`config.mk`:
```
export PLATFORM = sky130hd
export DESIGN_NAME = wshl_lane
export DESIGN_NICKNAME = d
export VERILOG_FILES = /design/src/rtl/wshl_pkg.sv /design/src/rtl/wshl_lane.sv
export SDC_FILE = /design/constraint.sdc
export NUM_CORES = 2
export LEC_CHECK = 0
export BUFFER_PORTS_ARGS = -buffer_cell sky130_fd_sc_hd__buf_2
export CORE_ASPECT_RATIO = 2
export CORE_MARGIN = 10
export CORE_UTILIZATION = 50
export DETAILED_ROUTE_END_ITERATION = 6
export PLACE_DENSITY_LB_ADDON = 0.12
export REMOVE_ABC_BUFFERS = 1
export SKIP_CTS_REPAIR_TIMING = 1
export SYNTH_ARGS = -nofsm -noshare
export SYNTH_HDL_FRONTEND = slang
export SYNTH_SLANG_ARGS = --single-unit
```
`constraint.sdc`:
```
create_clock -name i_clk -period 10.05 [get_ports i_clk]
set_input_delay 0.5025 -clock i_clk [delete_from_list [all_inputs] [get_ports i_clk]]
set_output_delay 0.5025 -clock i_clk [all_outputs]
set_load 0.02 [all_outputs]
```
`src/rtl/wshl_pkg.sv`:
```
// ----------------------------------------------------------------------------
// wshl_pkg
// Shared types and constants for the wheel slip haptic level unit.
// ----------------------------------------------------------------------------
package wshl_pkg;

    localparam int NUM_WHEELS = 4;
    localparam int RADIUS_W   = 16;
    localparam int OMEGA_W    = 16;
    localparam int SLIP_IN_W  = 10;
    localparam int SLIP_W     = 8;
    localparam int SPEED_W    = 9;
    localparam int LEVEL_W    = 7;
    localparam int THR_B_W    = 16;
    localparam int THR_G_W    = 17;
    localparam int PROD_W     = RADIUS_W + 1 + OMEGA_W;
    localparam int RIM_W      = 58;
    localparam int K100_W     = 26;
    localparam int FRAC_SHIFT = 36;
    localparam int CFG_IDX_W  = 3;
    localparam int CFG_DATA_W = 16;

    // rim speed scale 247065 folded with the percent factor 100
    localparam logic signed [K100_W-1:0] RIM_K100   = 26'sd24706500;
    localparam logic [SLIP_W-1:0]        SLIP_SAT   = 8'd255;
    localparam logic [SLIP_W-1:0]        LEVEL_MAX  = 8'd127;
    localparam logic [6:0]               PCT_FULL   = 7'd100;
    localparam logic [RADIUS_W-1:0]      RADIUS_RST = 16'd20000;

    typedef enum logic [CFG_IDX_W-1:0] {
        CFG_RADIUS_FL = 3'd0,
        CFG_RADIUS_FR = 3'd1,
        CFG_RADIUS_RL = 3'd2,
        CFG_RADIUS_RR = 3'd3,
        CFG_BRAKE_PCT = 3'd4,
        CFG_GAS_PCT   = 3'd5,
        CFG_BUMP_LVL  = 3'd6
    } t_cfg_idx;

    typedef enum logic [1:0] {
        ST_NONE  = 2'd0,
        ST_BRAKE = 2'd1,
        ST_GAS   = 2'd2
    } t_wstat;

    typedef struct packed {
        logic load;
        logic scale;
    } t_lane_ctl;

    typedef struct packed {
        logic [SLIP_IN_W-1:0]      slip_fl;
        logic [SLIP_IN_W-1:0]      slip_fr;
        logic [SLIP_IN_W-1:0]      slip_rl;
        logic [SLIP_IN_W-1:0]      slip_rr;
        logic signed [OMEGA_W-1:0] omega_fl;
        logic signed [OMEGA_W-1:0] omega_fr;
        logic signed [OMEGA_W-1:0] omega_rl;
        logic signed [OMEGA_W-1:0] omega_rr;
        logic [NUM_WHEELS-1:0]     load_zero;
        logic [SPEED_W-1:0]        speed_kmh;
    } t_in_beat;

    typedef struct packed {
        logic                  levels_valid;
        logic [LEVEL_W-1:0]    gas_level;
        logic [LEVEL_W-1:0]    brake_level;
        logic [1:0]            status_fl;
        logic [1:0]            status_fr;
        logic [1:0]            status_rl;
        logic [1:0]            status_rr;
        logic [NUM_WHEELS-1:0] status_changed;
        logic                  bumping;
        logic                  bumping_changed;
    } t_out_beat;

endpackage

```
`src/rtl/wshl_lane.sv`:
```
// ----------------------------------------------------------------------------
// wshl_lane
// Per-wheel slip classifier: rim speed product and threshold compare.
// ----------------------------------------------------------------------------
module wshl_lane
    import wshl_pkg::*;
(
    input  logic                       i_clk,
    input  t_lane_ctl                  i_ctl,
    input  logic [RADIUS_W-1:0]        i_radius,
    input  logic signed [OMEGA_W-1:0]  i_omega,
    input  logic [SLIP_IN_W-1:0]       i_slip,
    input  logic [THR_B_W-1:0]         i_thr_brake,
    input  logic [THR_G_W-1:0]         i_thr_gas,
    output logic [SLIP_W-1:0]          o_slip,
    output t_wstat                     o_status
);

    logic signed [PROD_W-1:0]         r_prod;
    logic signed [PROD_W-1:0]         n_prod;
    logic signed [RIM_W-1:0]          r_rim;
    logic signed [RIM_W-1:0]          n_rim;
    logic signed [PROD_W+K100_W-1:0]  rim_full;
    logic signed [RIM_W-1:0]          thr_b;
    logic signed [RIM_W-1:0]          thr_g;

    assign n_prod   = $signed({1'b0, i_radius}) * i_omega;
    assign rim_full = r_prod * RIM_K100;
    assign n_rim    = rim_full[RIM_W-1:0];

    always_ff @(posedge i_clk) begin
        if (i_ctl.load) begin
            r_prod <= n_prod;
        end
        if (i_ctl.scale) begin
            r_rim <= n_rim;
        end
    end

    assign o_slip = (i_slip > SLIP_IN_W'(SLIP_SAT)) ? SLIP_SAT : i_slip[SLIP_W-1:0];

    assign thr_b = $signed({{(RIM_W-THR_B_W-FRAC_SHIFT){1'b0}}, i_thr_brake,
                            {FRAC_SHIFT{1'b0}}});
    assign thr_g = $signed({{(RIM_W-THR_G_W-FRAC_SHIFT){1'b0}}, i_thr_gas,
                            {FRAC_SHIFT{1'b0}}});

    always_comb begin
        if (o_slip == '0) begin
            o_status = ST_NONE;
        end else if (r_rim < thr_b) begin
            o_status = ST_BRAKE;
        end else if (r_rim > thr_g) begin
            o_status = ST_GAS;
        end else begin
            o_status = ST_NONE;
        end
    end

endmodule

```
* Word-level counts from Yosys, hierarchy flattened *
Index checks and enable logic that the tools add are counted.

storage, ports and cells
  word-level logic and storage cells = 12
  register bits after elaboration = 89
  input port bits = 78

cells by class
  multiply operators = 2
  magnitude comparators = 3
  multiplexer cells = 4
  reduce and logical (&&, ||, !) cells = 1

operators by type and width
  operator                                                         count
  greater-than comparator 58 x 54 -> 1 bit                         1
  < comparator 58 x 53 -> 1 bit                                    1
  multiplier 33 x 24 -> 56 bit (second input constant)             1
  multiplier 17 x 16 -> 33 bit                                     1
  greater-than comparator 10 x 8 -> 1 bit (second input constant)  1
  logical NOT 8 bit                                                1
  two-way mux 8 bit                                                1
  two-way mux 2 bit                                                3

* Longest topological paths before layout *
  depth after elaboration = 4
  mapped depth = 25
  depth with buffers taken out = 24

* Least setup slack after synthesis *
Ideal clock, no wire load.

  kind = register to register
  start point = reg r_prod[32]
  end point = reg r_rim[57], data pin
  path slack = 3,122 ps
  arrival time = 6,669 ps
  stages on the path, launching flop included = 20
  setup time = 260 ps
  buffers on the path = 0
  cell sequence = edfxtp_1 > inv_1 > fa_1 > inv_1 > fa_1 > fa_1 > fa_1 > fa_1 > fa_1 > inv_1 > fa_1 > inv_1 > ha_1 > nand4_1 > or3_1 > o31ai_1 > o221ai_1 > o21ai_1 > a21oi_1 > xnor2_1

between the ends
  cells in the longest elaborated chain, start to end = 1

ends and longest elaborated chain
  item                          line             RTL
  start: declaration            wshl_lane.sv:19  logic signed [PROD_W-1:0] r_prod;
  start signal: assignment      wshl_lane.sv:33  r_prod <= n_prod;
  multiplier 33 x 24 -> 56 bit  wshl_lane.sv:28  assign rim_full = r_prod * RIM_K100;
  named net rim_full[57]        wshl_lane.sv:23  logic signed [PROD_W+K100_W-1:0] rim_full;
  end signal: assignment        wshl_lane.sv:36  r_rim <= n_rim;
  end: declaration              wshl_lane.sv:21  logic signed [RIM_W-1:0] r_rim;

The timed path passes the listed nets, and every way through them passes these cells.
A chain may end at the register's enable or synchronous reset.

* Worst setup path after layout *
  start point = reg r_prod[23]
  end point = reg r_rim[57], data pin

The elaborated chain is that of the path after synthesis.

==> flow_summary.yaml <==
logic_synthesis:
  synth_seq_cells: 89
  yosysWarnings: 0
  ys_seq_area_share_pct: 9.51
  netlist_instances: 2816
  synth_edf_count: 89
  synthFlopType: "edfxtp_1"
  synthArstFlopShare_pct: 0
  yosysUniqueCellTypes: 62
  syn_area_sq_um: 28100
  syn_area_per_cell_sq_um: 9.98
place:
  place_area_sq_um: 29300
  dpl.hpwl_microns: 70600
  gp_congestion: 0.967
  port-buffer-count: 87
critical_path:
  ff2ff_path_depth: 21
  critPathKind: "flip-flop to flip-flop"
  crit_arrival_ps: 7870
  r2r_setup_slack_ps: 2310
  cp-end-kind: "flip-flop"
  worstPathRequired_ps: 10180
  startpoint_type: "flip-flop"
  crit_fanout: 10
detailed_routing:
  drt_wl_total_microns: 78300
  drc: 0
  drtAntennaViolNets: 0
  drtIter0Drc: 774
  wl_per_cell_microns: 21.7
  firstDrtPassIters: 5
  num_vias: 19100
  vias_per_cell: 5.30
clocking:
  clkTransAtPathRegs_ps: 80
  cts_root_buf: "clkbuf_16"
  clkSinkCount: 89
  clock_path_buffers: 2
  clock_latency_ps: 400
  cts_tree: "done"
  htreeDepth: 3
  cts_buffers: 9
floorplan:
  die_x_microns: 188
  die_h_microns: 355
  ios: 88
  dieArea_sq_um: 66700
  num_rows: 122
  core_sq_um: 55600
  start_util_pct: 50.6
sta:
  max_freq_mhz: 129
  finClkSkew_ps: 17.0
  fin_crit_ps: 7740
  slew_headroom_pct: 46.2
  drv_slew: 0
  post-route-period-util_pct: 77.0
  rsz0062_at_grt: "false"
  tns_ps: 0
  worstMarginPinSlew_ps: 807
  setup_viol: 0
  hold_viol: 0
global_routing:
  track_usage_pct: 24.2
  grt_max_degree: 57
  grt_first_pass_wirelength_microns: 122000
  antenna_found_initial: 0
  grt_pass1_vias: 22200
  overflow: 0
finish:
  diodes: 0
  area_growth_pct: 5.12
  final_core_util_pct: 53.2
  fin_area_sq_um: 29600
  drive_gt1_share_pct: 4.25
  finalNetCount: 3978
worst_hold_path:
  hold-path-cell-count: 2
  hold_class: "input pin to flip-flop"
outcome:
  outcome: "finished clean"
job:
  maxCapViolations: 0
[critical path, stage by stage (launching register included)]
cell,delay (ps)
edfxtp_1,820
ha_1,380
fa_1,500
inv_1,70
fa_1,590
inv_1,80
fa_1,500
fa_1,570
fa_1,500
inv_1,50
fa_1,470
inv_1,40
ha_1,360
a21oi_1,370
o21bai_1,200
a2111o_1,410
nor3b_1,560
o31ai_1,280
o221ai_1,300
o21ai_1,110
a21oi_1,180
xnor2_1,80
[layout make-up]
cell class,instances,area [sq um]
repair buffers,89,450
clock inverters,7,68.8
multi-input cells,1865,22200
fillers,5267,26000
well taps,744,931
inverters,810,3040
flip-flops and latches,89,2670
clock buffers,9,225
[state kept, by name, indices dropped and copies added (netlist names)]
signal,flops
r_prod,33
r_rim,56
[per-layer routing]
metal / GRT usage (%) / share of wire, % / routed length [microns] / up-vias
met2: 49.5 / 60 / 46700 / 448
met3: 1.88 / 2.1 / 1610 / 207
li1: - / - / - / 8724
met1: 21.7 / 31 / 24300 / 9768
met4: 15.7 / 7.2 / 5640 / 0
met5: 0 / 0 / 0 / -
[cell families after synthesis]
logic type,Yosys count,share of synthesized area [%]
AOI/OAI and AO/OA,266,6.08
xor gates and xnor gates,85,2.65
adders and majority gates,1036,61.9
buffers and inverters,862,11.7
DFF,89,9.51
and+or+nand+nor,478,8.19
[placed cells by master, fill, tap and decap left out, drive strengths merged, types with 19 or more instances in the layout]
cell type and count:
a21o 39, a21oi 83, and2 91, buf 89
edfxtp 89, fa 592, ha 444, inv 814
nand2 206, nand2b 19, nand4 21, nor2 63
o21ai 51, xnor2 58, xor2 27
[stage by stage]
step / setup slack [ps] / cells / hold WS [ps]
6_report: 2310 / 3613 / 672
5_1_grt: 2000 / 3613 / 689
4_1_cts: 2240 / 3613 / 651
3_5_place_dp: 2270 / 3597 / 906
3_3_place_gp: 2230 / 3597 / 906
2_1_floorplan: 3120 / 2764 / 615
[synthesized netlist by cell type (13+ instances only)]
cell type | n | share of area (%)
and2_1 | 91 | 2.0
xor2_1 | 27 | 0.84
nor4_1 | 14 | 0.31
edfxtp_1 | 89 | 9.5
inv_1 | 810 | 11
nand4_1 | 21 | 0.47
nor2_1 | 62 | 0.83
nand2_1 | 206 | 2.8
nand3_1 | 13 | 0.23
a21oi_1 | 82 | 1.5
o21ai_0 | 46 | 0.82
a21o_1 | 36 | 0.96
nor3_1 | 16 | 0.28
fa_1 | 592 | 42
clkbuf_1 | 48 | 0.64
ha_1 | 444 | 20
xnor2_1 | 58 | 1.8
nand2b_1 | 19 | 0.42
[path summary, 6_finish.rpt]
check	start	endpoint
max	r_prod[23]$_DFFE_PP_	r_rim[57]$_DFFE_PP_
min	i_radius[0]	r_prod[0]$_DFFE_PP_
max reg2reg	r_prod[23]$_DFFE_PP_	r_rim[57]$_DFFE_PP_
min reg2reg	r_prod[1]$_DFFE_PP_	r_rim[3]$_DFFE_PP_
Power is left out: the tool's default activity adds up to more than one toggle a clock period on the data nets, which glitch-free logic cannot reach.
