`src/rtl/wshl_pkg.sv`:
```
// ----------------------------------------------------------------------------
// wshl_pkg
// Shared types and constants for the wheel slip haptic level unit.
// ----------------------------------------------------------------------------
package wshl_pkg;

    localparam int NUM_WHEELS = 4;
    localparam int RADIUS_W   = 16;
    localparam int OMEGA_W    = 16;
    localparam int SLIP_IN_W  = 10;
    localparam int SLIP_W     = 8;
    localparam int SPEED_W    = 9;
    localparam int LEVEL_W    = 7;
    localparam int THR_B_W    = 16;
    localparam int THR_G_W    = 17;
    localparam int PROD_W     = RADIUS_W + 1 + OMEGA_W;
    localparam int RIM_W      = 58;
    localparam int K100_W     = 26;
    localparam int FRAC_SHIFT = 36;
    localparam int CFG_IDX_W  = 3;
    localparam int CFG_DATA_W = 16;

    // rim speed scale 247065 folded with the percent factor 100
    localparam logic signed [K100_W-1:0] RIM_K100   = 26'sd24706500;
    localparam logic [SLIP_W-1:0]        SLIP_SAT   = 8'd255;
    localparam logic [SLIP_W-1:0]        LEVEL_MAX  = 8'd127;
    localparam logic [6:0]               PCT_FULL   = 7'd100;
    localparam logic [RADIUS_W-1:0]      RADIUS_RST = 16'd20000;

    typedef enum logic [CFG_IDX_W-1:0] {
        CFG_RADIUS_FL = 3'd0,
        CFG_RADIUS_FR = 3'd1,
        CFG_RADIUS_RL = 3'd2,
        CFG_RADIUS_RR = 3'd3,
        CFG_BRAKE_PCT = 3'd4,
        CFG_GAS_PCT   = 3'd5,
        CFG_BUMP_LVL  = 3'd6
    } t_cfg_idx;

    typedef enum logic [1:0] {
        ST_NONE  = 2'd0,
        ST_BRAKE = 2'd1,
        ST_GAS   = 2'd2
    } t_wstat;

    typedef struct packed {
        logic load;
        logic scale;
    } t_lane_ctl;

    typedef struct packed {
        logic [SLIP_IN_W-1:0]      slip_fl;
        logic [SLIP_IN_W-1:0]      slip_fr;
        logic [SLIP_IN_W-1:0]      slip_rl;
        logic [SLIP_IN_W-1:0]      slip_rr;
        logic signed [OMEGA_W-1:0] omega_fl;
        logic signed [OMEGA_W-1:0] omega_fr;
        logic signed [OMEGA_W-1:0] omega_rl;
        logic signed [OMEGA_W-1:0] omega_rr;
        logic [NUM_WHEELS-1:0]     load_zero;
        logic [SPEED_W-1:0]        speed_kmh;
    } t_in_beat;

    typedef struct packed {
        logic                  levels_valid;
        logic [LEVEL_W-1:0]    gas_level;
        logic [LEVEL_W-1:0]    brake_level;
        logic [1:0]            status_fl;
        logic [1:0]            status_fr;
        logic [1:0]            status_rl;
        logic [1:0]            status_rr;
        logic [NUM_WHEELS-1:0] status_changed;
        logic                  bumping;
        logic                  bumping_changed;
    } t_out_beat;

endpackage

```
`src/rtl/wshl_merge.sv`:
```
// ----------------------------------------------------------------------------
// wshl_merge
// Combines lane results: slip maxima, bump floor, clamp and change flags.
// ----------------------------------------------------------------------------
module wshl_merge
    import wshl_pkg::*;
(
    input  logic                               i_clk,
    input  logic                               i_rst_n,
    input  logic                               i_upd,
    input  t_wstat [NUM_WHEELS-1:0]            i_status,
    input  logic [NUM_WHEELS-1:0][SLIP_W-1:0]  i_slip,
    input  logic [NUM_WHEELS-1:0]              i_loads,
    input  logic [SLIP_W-1:0]                  i_bump_level,
    output t_out_beat                          o_beat
);

    logic [SLIP_W-1:0]         r_prev_brake;
    logic [SLIP_W-1:0]         r_prev_gas;
    t_wstat [NUM_WHEELS-1:0]   r_prev_status;
    logic                      r_prev_bump;

    logic [SLIP_W-1:0]         brake_raw;
    logic [SLIP_W-1:0]         gas_raw;
    logic [SLIP_W-1:0]         brake_max;
    logic [SLIP_W-1:0]         gas_max;
    logic                      bumping;
    logic [NUM_WHEELS-1:0]     changed;

    always_comb begin
        brake_raw = '0;
        gas_raw   = '0;
        for (int i = 0; i < NUM_WHEELS; i++) begin
            if (i_status[i] == ST_BRAKE && i_slip[i] > brake_raw) begin
                brake_raw = i_slip[i];
            end
            if (i_status[i] == ST_GAS && i_slip[i] > gas_raw) begin
                gas_raw = i_slip[i];
            end
            changed[i] = (i_status[i] != r_prev_status[i]);
        end
    end

    assign bumping   = (i_loads != '0);
    assign brake_max = (bumping && brake_raw < i_bump_level) ? i_bump_level : brake_raw;
    assign gas_max   = (bumping && gas_raw < i_bump_level) ? i_bump_level : gas_raw;

    always_comb begin
        o_beat.levels_valid    = (brake_max != r_prev_brake) || (gas_max != r_prev_gas);
        o_beat.gas_level       = (gas_max > LEVEL_MAX) ? LEVEL_MAX[LEVEL_W-1:0]
                                                       : gas_max[LEVEL_W-1:0];
        o_beat.brake_level     = (brake_max > LEVEL_MAX) ? LEVEL_MAX[LEVEL_W-1:0]
                                                         : brake_max[LEVEL_W-1:0];
        o_beat.status_fl       = i_status[0];
        o_beat.status_fr       = i_status[1];
        o_beat.status_rl       = i_status[2];
        o_beat.status_rr       = i_status[3];
        o_beat.status_changed  = changed;
        o_beat.bumping         = bumping;
        o_beat.bumping_changed = (bumping != r_prev_bump);
    end

    always_ff @(posedge i_clk) begin
        if (!i_rst_n) begin
            r_prev_brake  <= '0;
            r_prev_gas    <= '0;
            r_prev_status <= {NUM_WHEELS{ST_NONE}};
            r_prev_bump   <= 1'b0;
        end else if (i_upd) begin
            r_prev_brake  <= brake_max;
            r_prev_gas    <= gas_max;
            r_prev_status <= i_status;
            r_prev_bump   <= bumping;
        end
    end

endmodule

```
`config.mk`:
```
export PLATFORM = sky130hd
export DESIGN_NAME = wshl_merge
export DESIGN_NICKNAME = d
export VERILOG_FILES = /design/src/rtl/wshl_pkg.sv /design/src/rtl/wshl_merge.sv
export SDC_FILE = /design/constraint.sdc
export NUM_CORES = 1
export LEC_CHECK = 0
export BUFFER_PORTS_ARGS = -buffer_cell sky130_fd_sc_hd__clkbuf_2
export CORE_MARGIN = 5
export CORE_UTILIZATION = 50
export DETAILED_ROUTE_END_ITERATION = 10
export GPL_TIMING_DRIVEN = 0
export PLACE_DENSITY = 0.74
export SYNTH_ARGS = -nofsm -noshare
export SYNTH_HDL_FRONTEND = slang
export SYNTH_SLANG_ARGS = --single-unit
```
`constraint.sdc`:
```
create_clock -name i_clk -period 17.7 [get_ports i_clk]
set_clock_uncertainty 0.15 [all_clocks]
set_input_delay 0.885 -clock i_clk [delete_from_list [all_inputs] [get_ports i_clk]]
set_output_delay 0.885 -clock i_clk [all_outputs]
set_load 0.01 [all_outputs]
```
=== Word-level counts from Yosys, hierarchy flattened ===
Cells that the tools add are included.

* Output and inout port bits: 29
* Flip-flop bits (word level): 25

* Equal/unequal tests: 15
* Multiplexer cells: 12
* Reduce and logical (&&, ||, !) cells: 12
* Magnitude comparators: 11

{| class="wikitable"
|+ Operators with widths
! cell !! count
|-
| $mux W8 || 10
|-
| $gt A8 B8 Y1 || 6
|-
| $gt A8 B7 Y1 const B || 2
|-
| $lt A8 B8 Y1 || 2
|-
| $ne A8 B8 Y1 || 2
|-
| $mux W7 || 2
|-
| $logic_and A1 B1 Y1 || 10
|-
| $eq A2 B1 Y1 const B || 4
|-
| $eq A2 B2 Y1 const B || 4
|-
| $gt A8 B1 Y1 const B || 1
|-
| $ne A2 B2 Y1 || 4
|-
| $reduce_bool A4 Y1 || 1
|-
| $logic_or A1 B1 Y1 || 1
|-
| $ne A1 B1 Y1 || 1
|}

=== Longest topological paths before layout ===
* Depth in word-level cells: 17
* Mapped depth: 46
* Depth with buffers taken out: 41

=== Worst setup path before layout ===
OpenSTA, ideal clock, no wires.

* Kind: input to output
* Start point: input i_status[0] (netlist bit)
* End point: output o_beat[28] (netlist bit)
* Stages: 41
* Arrival: 8.435 ns
* Slack: 8.230 ns
* Required time: 16.665 ns
* Path through: nor2b_1 > buf_2 > nand2_1 > ha_1 > a21o_1 > nand3_1 > a31oi_1 > and2_1 > buf_2 > clkbuf_1 > nand2_1 > o21ai_0 > inv_1 > ha_1 > and4_1 > nand3_1 > mux2i_1 > a31oi_1 > (+5 left out) > o21a_1 > o21a_1 > o21a_1 > o21ai_1 > o31ai_1 > o21ai_0 > ha_1 > a21oi_1 > nor2b_1 > o21ai_0 > nand2_1 > or4_1 > and2_1 > clkbuf_1 > a222oi_1 > a221oi_1 > nor4_1 > nand4_1

{| class="wikitable"
|+ RTL lines
! what !! line !! RTL
|-
| start: declaration || wshl_merge.sv:11 || <nowiki>input t_wstat [NUM_WHEELS-1:0] i_status,</nowiki>
|-
| end: declaration || wshl_merge.sv:15 || <nowiki>output t_out_beat o_beat</nowiki>
|}

==> results.sh <==
export IMPL_synthSimpleGateAreaFrac_pct=25.30
export IMPL_clkTransAtPathRegs_ps=90
export IMPL_drc=0
export IMPL_worstHoldStart="r_prev_bump"
export IMPL_irDropWorstVdd_mv=0.04964
export IMPL_cts_tree="yes"
export IMPL_overflow=0
export IMPL_slew_headroom_pct=28.48
export IMPL_sequentialPowerShare_pct=23.6
export IMPL_numCtsBuffers=3
export IMPL_initial_core_util_pct=50.64
export IMPL_clockBufferDepth=2
export IMPL_grt_start_max_net_pins=14
export IMPL_core_sq_um=8134
export IMPL_slowest_delay_ps=520
export IMPL_min_path_type="reg -> reg"
export IMPL_viasPerCell=5.971
export IMPL_crit_slowest_cell="or4_1"
export IMPL_synth_top_family_by_area="simple AND/OR/NAND/NOR gates"
export IMPL_placementRows=33
export IMPL_power_share_combinational_pct=64.3
export IMPL_synth_xor_area_share_pct=5.529
export IMPL_setup_violations=0
export IMPL_grt_pass1_vias=4286
export IMPL_drive_gt1_share_pct=19.44
export IMPL_dieArea_sq_um=10150
export IMPL_yosys_warnings=0
export IMPL_dr_first_iter_drc_count=325
export IMPL_port_buffers=83
export IMPL_r2r_start="r_prev_brake[5]"
export IMPL_vias=4466
export IMPL_drv_cap=0
export IMPL_ys_ff_latch=25
export IMPL_clock_latency_ps=260
export IMPL_r2r_slack_ps=16720
export IMPL_crit_buf_inv=7
export IMPL_synthDistinctLibCells=67
export IMPL_switchingPower_mw=0.1271
export IMPL_swShare_pct=45.39
export IMPL_avgSynthCellArea_sq_um=7.408
export IMPL_hold_viol_final=0
export IMPL_pin_count=84
export IMPL_finalCritPeriodShare_pct=65.02
export IMPL_internal_power_mw=0.1529
export IMPL_fin_util_pct=57.91
export IMPL_final_nets=757
export IMPL_ant_nets=0
export IMPL_critPathMaxFanout=10
export IMPL_post_cts_repair_setup_buffers=0
export IMPL_avgRoutedWirePerCell_um=16.45
export IMPL_synthAdderAreaFrac_pct=17.62
export IMPL_htreeDepth=1
export IMPL_cp_common_cell="ha_1"
export IMPL_post_cts_resized=0
export IMPL_leakage_nw=2.238
export IMPL_timing_fmax_mhz=86.90
export IMPL_path_class="in -> out"
export IMPL_syn_area_sq_um=4119
export IMPL_critPathArrivalTime_ps=10470
export IMPL_outcome="finished clean"
export IMPL_startpoint_type="input pin"
export IMPL_synth_seq_area_share_pct=12.15
export IMPL_crit_path_end_kind="output pin"
export IMPL_fill_cells=800
export IMPL_whs_ps=364.8
export IMPL_dieWidth_um=100.8
export IMPL_rsz0062_at_grt="false"
export IMPL_syn2layout_area_growth_pct=14.37
export IMPL_cp_top_family="compound AO/OA/AOI/OAI gates"
export IMPL_cts_hold_buf=0
export IMPL_layout_min_cycle_time_ps=11510
export IMPL_synth_fp_nets=669
export IMPL_synth_mux_area_fraction_pct=8.840
export IMPL_clkSinkCount=25
export IMPL_grt_total_usage_pct=24.31
export IMPL_total_power_mw=0.2799
export IMPL_ys_flop_type="dfxtp_1"
export IMPL_first_pass_iters=5
export IMPL_synth_cells=556
export IMPL_power_density_nw_per_um2=59.42
export IMPL_clockRootBuffer="clkbuf_8"
export IMPL_setup_tns_ps=0
export IMPL_slew_violations=0
export IMPL_synth_edf_count=0
export IMPL_hpwl_mm=10.47
export IMPL_synthArstFlopShare_pct=0
export IMPL_worstMarginPinSlew_ps=1063
export IMPL_place_congestion=0.9171
export IMPL_crit_start="i_status[0]"
export IMPL_synth_compound_area_share_pct=24.42
export IMPL_die_h_um=100.8
export IMPL_routed_wl_mm=12.30
export IMPL_antenna_found_initial=0
export IMPL_required_ps=16670
export IMPL_antenna_cells=0
export IMPL_grt_pass1_wl_mm=20.27
export IMPL_pwr_share_clk_pct=12.1
[area by class of cell]
class	instances	area, sq um	area share [%]
repair buffers	83	415.4	8.818
flip-flops and latches	25	500.5	10.62
plain buffers	25	140.1	2.975
inverters	30	112.6	2.390
multi-input cells	476	3366	71.45
clock buffers	4	45.04	0.9562
well taps	105	131.4	2.789
[worst reg2reg max path: cells and delay by family (launching register included)]
kind,cells,cell delay [ps]
buffers and inverters,1,120
AND/OR/NAND/NOR,1,180
flip-flops,1,350
multiplexers,1,80
[power by group through the flow]
stage / Clock, mW / Combinational, mW / Sequential (mW)
detailed placement: 0 / 0.177 / 0.0671
global placement: 0 / 0.172 / 0.0669
CTS: 0.0350 / 0.178 / 0.0658
finish: 0.0338 / 0.180 / 0.0660
global route: 0.0374 / 0.201 / 0.0667
floorplan: 0 / 0.125 / 0.0660
[logic make-up after synthesis]
kind of cell             Yosys count
buffers and inverters             55
AND/OR/NAND/NOR                  210
AO/OA/AOI/OAI                    148
flip-flops                        25
multiplexers                      34
XOR/XNOR                          26
adder cells (fa/ha/maj)           58
[worst paths after layout]
kind / to / cells after the start
worst max-delay path: o_beat[28] / 42
worst max register to register: r_prev_brake[5] / 3
worst min register to register: r_prev_bump / 1
worst min-delay path: r_prev_bump / 1
[flip-flops by register name (all words and copies together) (netlist names)]
name and flops:
r_prev_gas 8, r_prev_status 8, r_prev_bump 1, r_prev_brake 8
[layout by cell type (no fill, tap or decap), drive strengths merged, types with 12 or more instances in the layout]
cell type / synthesis / layout
ha: 58 / 58
mux2i: 28 / 28
buf: 16 / 16
o21ai: 33 / 33
nand2: 75 / 75
a21oi: 39 / 39
dfxtp: 25 / 25
nor2: 31 / 31
inv: 30 / 30
nor2b: 24 / 24
clkbuf: 9 / 96
o21a: 15 / 15
nor3: 12 / 12
xnor2: 17 / 17
[synthesized netlist by cell type, drive strengths merged (10+ instances only)]
| master | instances | area [sq um] |
|---|---|---|
| a21oi | 39 | 195.2 |
| and2 | 11 | 68.82 |
| buf | 16 | 106.4 |
| dfxtp | 25 | 500.5 |
| ha | 58 | 725.7 |
| inv | 30 | 112.6 |
| mux2i | 28 | 292.8 |
| nand2 | 75 | 281.5 |
| nand3 | 10 | 50.05 |
| nand4 | 11 | 68.82 |
| nor2 | 31 | 118.9 |
| nor2b | 24 | 150.1 |
| nor3 | 12 | 60.06 |
| o21a | 15 | 112.6 |
| o21ai | 33 | 168.9 |
| xnor2 | 17 | 148.9 |
[through the flow]
| stage | setup slack (ps) | instances | cell area (sq um) |
|---|---|---|---|
| floorplan | 8230 | 556 | 4119 |
| global placement | 6572 | 744 | 4666 |
| detailed placement | 6433 | 744 | 4666 |
| CTS | 6376 | 748 | 4711 |
| global route | 5441 | 748 | 4711 |
| finish | 6192 | 748 | 4711 |
[routing by layer]
metal | global-route usage [%] | vias to the layer above | part of all wire, %
met5 | 0 | - | 0
met4 | 5.492 | 0 | 1.4
met3 | 1.592 | 18 | 6.9
met2 | 40.76 | 181 | 46
met1 | 34.03 | 2073 | 46
li1 | - | 2194 | -
Note: power is estimated with default switching activity, not from simulation.
